File: config.mk
export PLATFORM = sky130hd
export DESIGN_NAME = cde_ram
export DESIGN_NICKNAME = d
export VERILOG_FILES = /design/src/hdl/cde_ram.sv
export SDC_FILE = /design/constraint.sdc
export NUM_CORES = 2
export LEC_CHECK = 0
export BUFFER_PORTS_ARGS = -buffer_cell sky130_fd_sc_hd__buf_2
export CAP_MARGIN = 20
export CORE_AREA = 5 5 741 743
export CTS_CLUSTER_SIZE = 14
export DETAILED_ROUTE_END_ITERATION = 7
export DIE_AREA = 0 0 746 748
export PLACE_DENSITY = 0.48
export SYNTH_ARGS = -nofsm -noshare
export SYNTH_HDL_FRONTEND = slang
export SYNTH_SLANG_ARGS = --single-unit
File: constraint.sdc
create_clock -name clk -period 7.6 [get_ports clk]
set_input_delay 0.76 -clock clk [delete_from_list [all_inputs] [get_ports clk]]
set_output_delay 0.76 -clock clk [all_outputs]
set_load 0.005 [all_outputs]
File: src/hdl/cde_ram.sv
// generic simple dual-read ram: one write port, two registered read ports
// no dependencies; used by circular_deque_engine for the word store

module cde_ram #(
	parameter int unsigned WIDTH = 32,
	parameter int unsigned DEPTH = 128
) (
	input  logic                     clk,
	input  logic                     we,
	input  logic [$clog2(DEPTH)-1:0] waddr,
	input  logic [WIDTH-1:0]         wdata,
	input  logic [$clog2(DEPTH)-1:0] raddr_a,
	output logic [WIDTH-1:0]         rdata_a,
	input  logic [$clog2(DEPTH)-1:0] raddr_b,
	output logic [WIDTH-1:0]         rdata_b
);

	logic [WIDTH-1:0] mem [DEPTH];

	always_ff @(posedge clk) begin
		if (we) begin
			mem[waddr] <= wdata;
		end
		rdata_a <= mem[raddr_a];
		rdata_b <= mem[raddr_b];
	end

endmodule

# Yosys cells after proc, flatten, opt, wreduce, memory -nomap -nowiden
# Memory sizes are Yosys's and may differ from the RTL's. A register that Yosys moved wholly into a read port is not among the register bits.
# Cells that the tools add are included.
# word_totals
ff_bits	0
mem_bits_rw	4096
in_bits	55
out_inout_bits	64
elab_cells	3
memories	1
# mem_list
memory	depth	word_bits	read_ports	rd_ports_with_merged_regs	wr	line	text
mem	128	32	2	2	1	18	logic [WIDTH-1:0] mem [DEPTH];
# op_classes
muxes	2
# ops
op	count
1-bit 2-to-1 mux	2

# Depth between registers and ports, before layout
# depth
depth_word	2
ltp_mapped	8
ltp_nobuf	4

# Least setup slack after synthesis
# Ideal clock, no wire load.
# synth_timing
path_kind	in2reg
startpoint	input port we
endpoint	memory mem[98][0], enable pin
setup_time_ns	0.461
t_arrival_ns	3.538
required_ns	7.139
path_slack_ns	3.601
path_stages	3
n_path_buf	1
path_cell_list	clkbuf_1 nand4_1 nor3_1
# synth_via
elab_chain_len	2
# synth_lines
element	line	text
start, declared	9	input logic we,
1-bit 2-to-1 mux	21	if (we) begin
1-bit 2-to-1 mux (implied by the code)	22	mem[waddr] <= wdata;
end, declared	18	
# No other way between the ends.

==> impl_metrics.ini <==
[floorplanning]
start_util_pct = 34.82
die_area_mm2 = 0.5580
row_count = 271
core_area_mm2 = 0.5422
fp.dieH_um = 748
io_pins = 119
die_x_um = 746

[critical_path]
timing.rr.start = mem[85][30]
crit_path_start_kind = input port
rrSetupSlack_ps = 4900
rr_endpoint = rdata_a[30]
crit_required_ps = 8470
path_class = in2reg
cp.arrival_ps = 4600
r2r_cells = 4
crit_path_max_fanout = 75
cp-end-kind = flip-flop

[synth]
synth_ff_type = edfxtp_1
post_synth_num_cell_types = 17
yosysSeqAreaShare_pct = 65.84
avgSynthCellArea_um2 = 24.51
synth_cells = 7701
synth_nets = 7756
synth_top_area_share_pct = 65.16
async_flop_share_pct = 0
synth_edf_count = 4096
synth.area.top_cells = edfxtp_1, mux4_2, clkbuf_1, dfxtp_1, mux2_2
syn-cell-area_mm2 = 0.1888
ys_ff_latch = 4160
yosysTopAreaCell = edfxtp_1
ys_warn_count = 0

[cells_and_area]
final_cell_count_no_fill = 15700
fillers = 47220
drive_gt1_share_pct = 47.60
area_growth_syn_to_layout_pct = 14.16
final_cell_mix = edfxtp_1, mux4_2, clkbuf_16, buf_4, nor2_4
layout.nets = 8050
final_common_cell = edfxtp_1

[timing]
fmaxAchievable_mhz = 267.8
worst_slew_pin_slew_ps = 1224
rsz0062_at_grt = no
slew_headroom_pct = 18.42
hold_viol_final = 0
slew_viol_final = 0
min_period_over_period_pct = 49.13
setup_viol = 0
fin_setup_tns_ps = 0
finClkSkew_ps = 63.99
setup_ws_ps = 3866
period_minus_slack_ps = 3734

[global_route]
antenna_found_initial = 97
grt-ovfl-total = 0
grt_max_degree = 129
grt_pass1_wl_um = 925900
grt_pass1_vias = 101200
track_usage_pct = 24.44

[hold_path]
whs_path_depth = 1
worstHoldStart = wdata[30]
hold_class = in2reg
min_delay_worst_endpoint = mem[7][30]

[clocking]
clock_sinks = 4160
clk_latency_ps = 1030
root_buffer = clkbuf_16
h-tree-depth = 5
postCtsSetupBuffers = 0
clk_pin_slew_ps = 60
cts_tree = done
cts_made_buffers = 459
clock_path_buffers = 4

[place]
gp_congestion = 0.7919
portBuffers = 118
hpwl_um = 387400
dpl.cell_count = 14760
dp_slack_ps = 2799

[routing]
drtAntennaViolNets = 0
viasPerCell = 6.281
vias = 98600
drt_wl_total_um = 690400
drc = 0
drt_iter0_drc = 13620
dr.pass1.iters = 6
wl_per_cell_um = 43.98

[power]
p_per_area_mw_per_mm2 = 241.5
peakVddDrop_v = 0.0002083
leakagePower_nw = 64.71
total_power_w = 0.05204

[run]
maxCapViolCount = 0

[outcome]
status = completed
## final cells by class
cell class / instances / area, um^2 / share of cell area [%]
flip-flops and latches: 4160 / 124300 / 57.67
multi-input cells: 2922 / 62890 / 29.18
clock buffers: 595 / 12340 / 5.724
well taps: 7234 / 9051 / 4.200
repair buffers: 452 / 4204 / 1.951
clock inverters: 261 / 2550 / 1.183
diodes: 75 / 187.7 / 0.08709
## power by group
group | internal, W | total (W) | switching, W
logic | 0.00179 | 0.00410 | 0.00231
registers | 0.0253 | 0.0255 | 0.000196
clock network | 0.0128 | 0.0224 | 0.00956
## critical path, stage by stage
cell    delay [ps]
buf_12         550
buf_4          770
mux4_2         600
mux4_2         510
mux4_2         690
mux2_2         370
## how the worst max path moves through the flow
stage                     from  depth (start not counted)  slack [ps]     endpoint
floorplan                   we                          3        3600   mem[98][0]
global placement    raddr_b[0]                          7        2790   rdata_b[4]
detailed placement  raddr_b[0]                          6        2800  rdata_b[27]
CTS                 raddr_b[0]                          6        3930  rdata_b[27]
global route        raddr_b[0]                          6        3750  rdata_b[27]
finish              raddr_b[0]                          6        3870   rdata_b[3]
## per-layer routing
metal	part of all wire, %	up-vias	global-route usage (%)
met4	3.8	36	8.342
met3	8.8	1151	5.214
met1	39	56160	32.93
met2	48	5148	39.57
met5	0.031	-	0
li1	-	36100	-
## cells in the mapped netlist (3+ instances only)
| cell | n |
|---|---|
| buf_1 | 132 |
| buf_2 | 103 |
| buf_4 | 17 |
| clkbuf_1 | 365 |
| dfxtp_1 | 64 |
| edfxtp_1 | 4096 |
| mux2_2 | 64 |
| mux4_2 | 2688 |
| nand2_1 | 14 |
| nand3_1 | 12 |
| nand4_1 | 3 |
| nor2_1 | 122 |
| nor2b_1 | 7 |
| nor3_1 | 9 |
## repair_timing
action	CTS	global route
resized for setup	0	0
endpoints found under the hold margin	12	0
hold buffers	1	0
## sequential cells by signal, indices dropped and copies added, names as in the netlist
signal / count
rdata_a: 32
rdata_b: 32
mem: 4096
## kinds of logic after synthesis
group	share of synthesized area (%)
buffers and inverters	1.341
and+or+nand+nor	0.3692
muxes	32.45
DFF	65.84
## stage by stage
step                      hold slack (ps)  cell area (um^2)  utilization, %
after global placement               1047            200100           36.91
after CTS                           54.87            215200           39.70
after global routing                104.8            215400           39.73
final                               145.8            215500           39.75
after detailed placement             1055            200300           36.95
after floorplan                     858.9            188800               -
(Power assumes the default switching activity.)
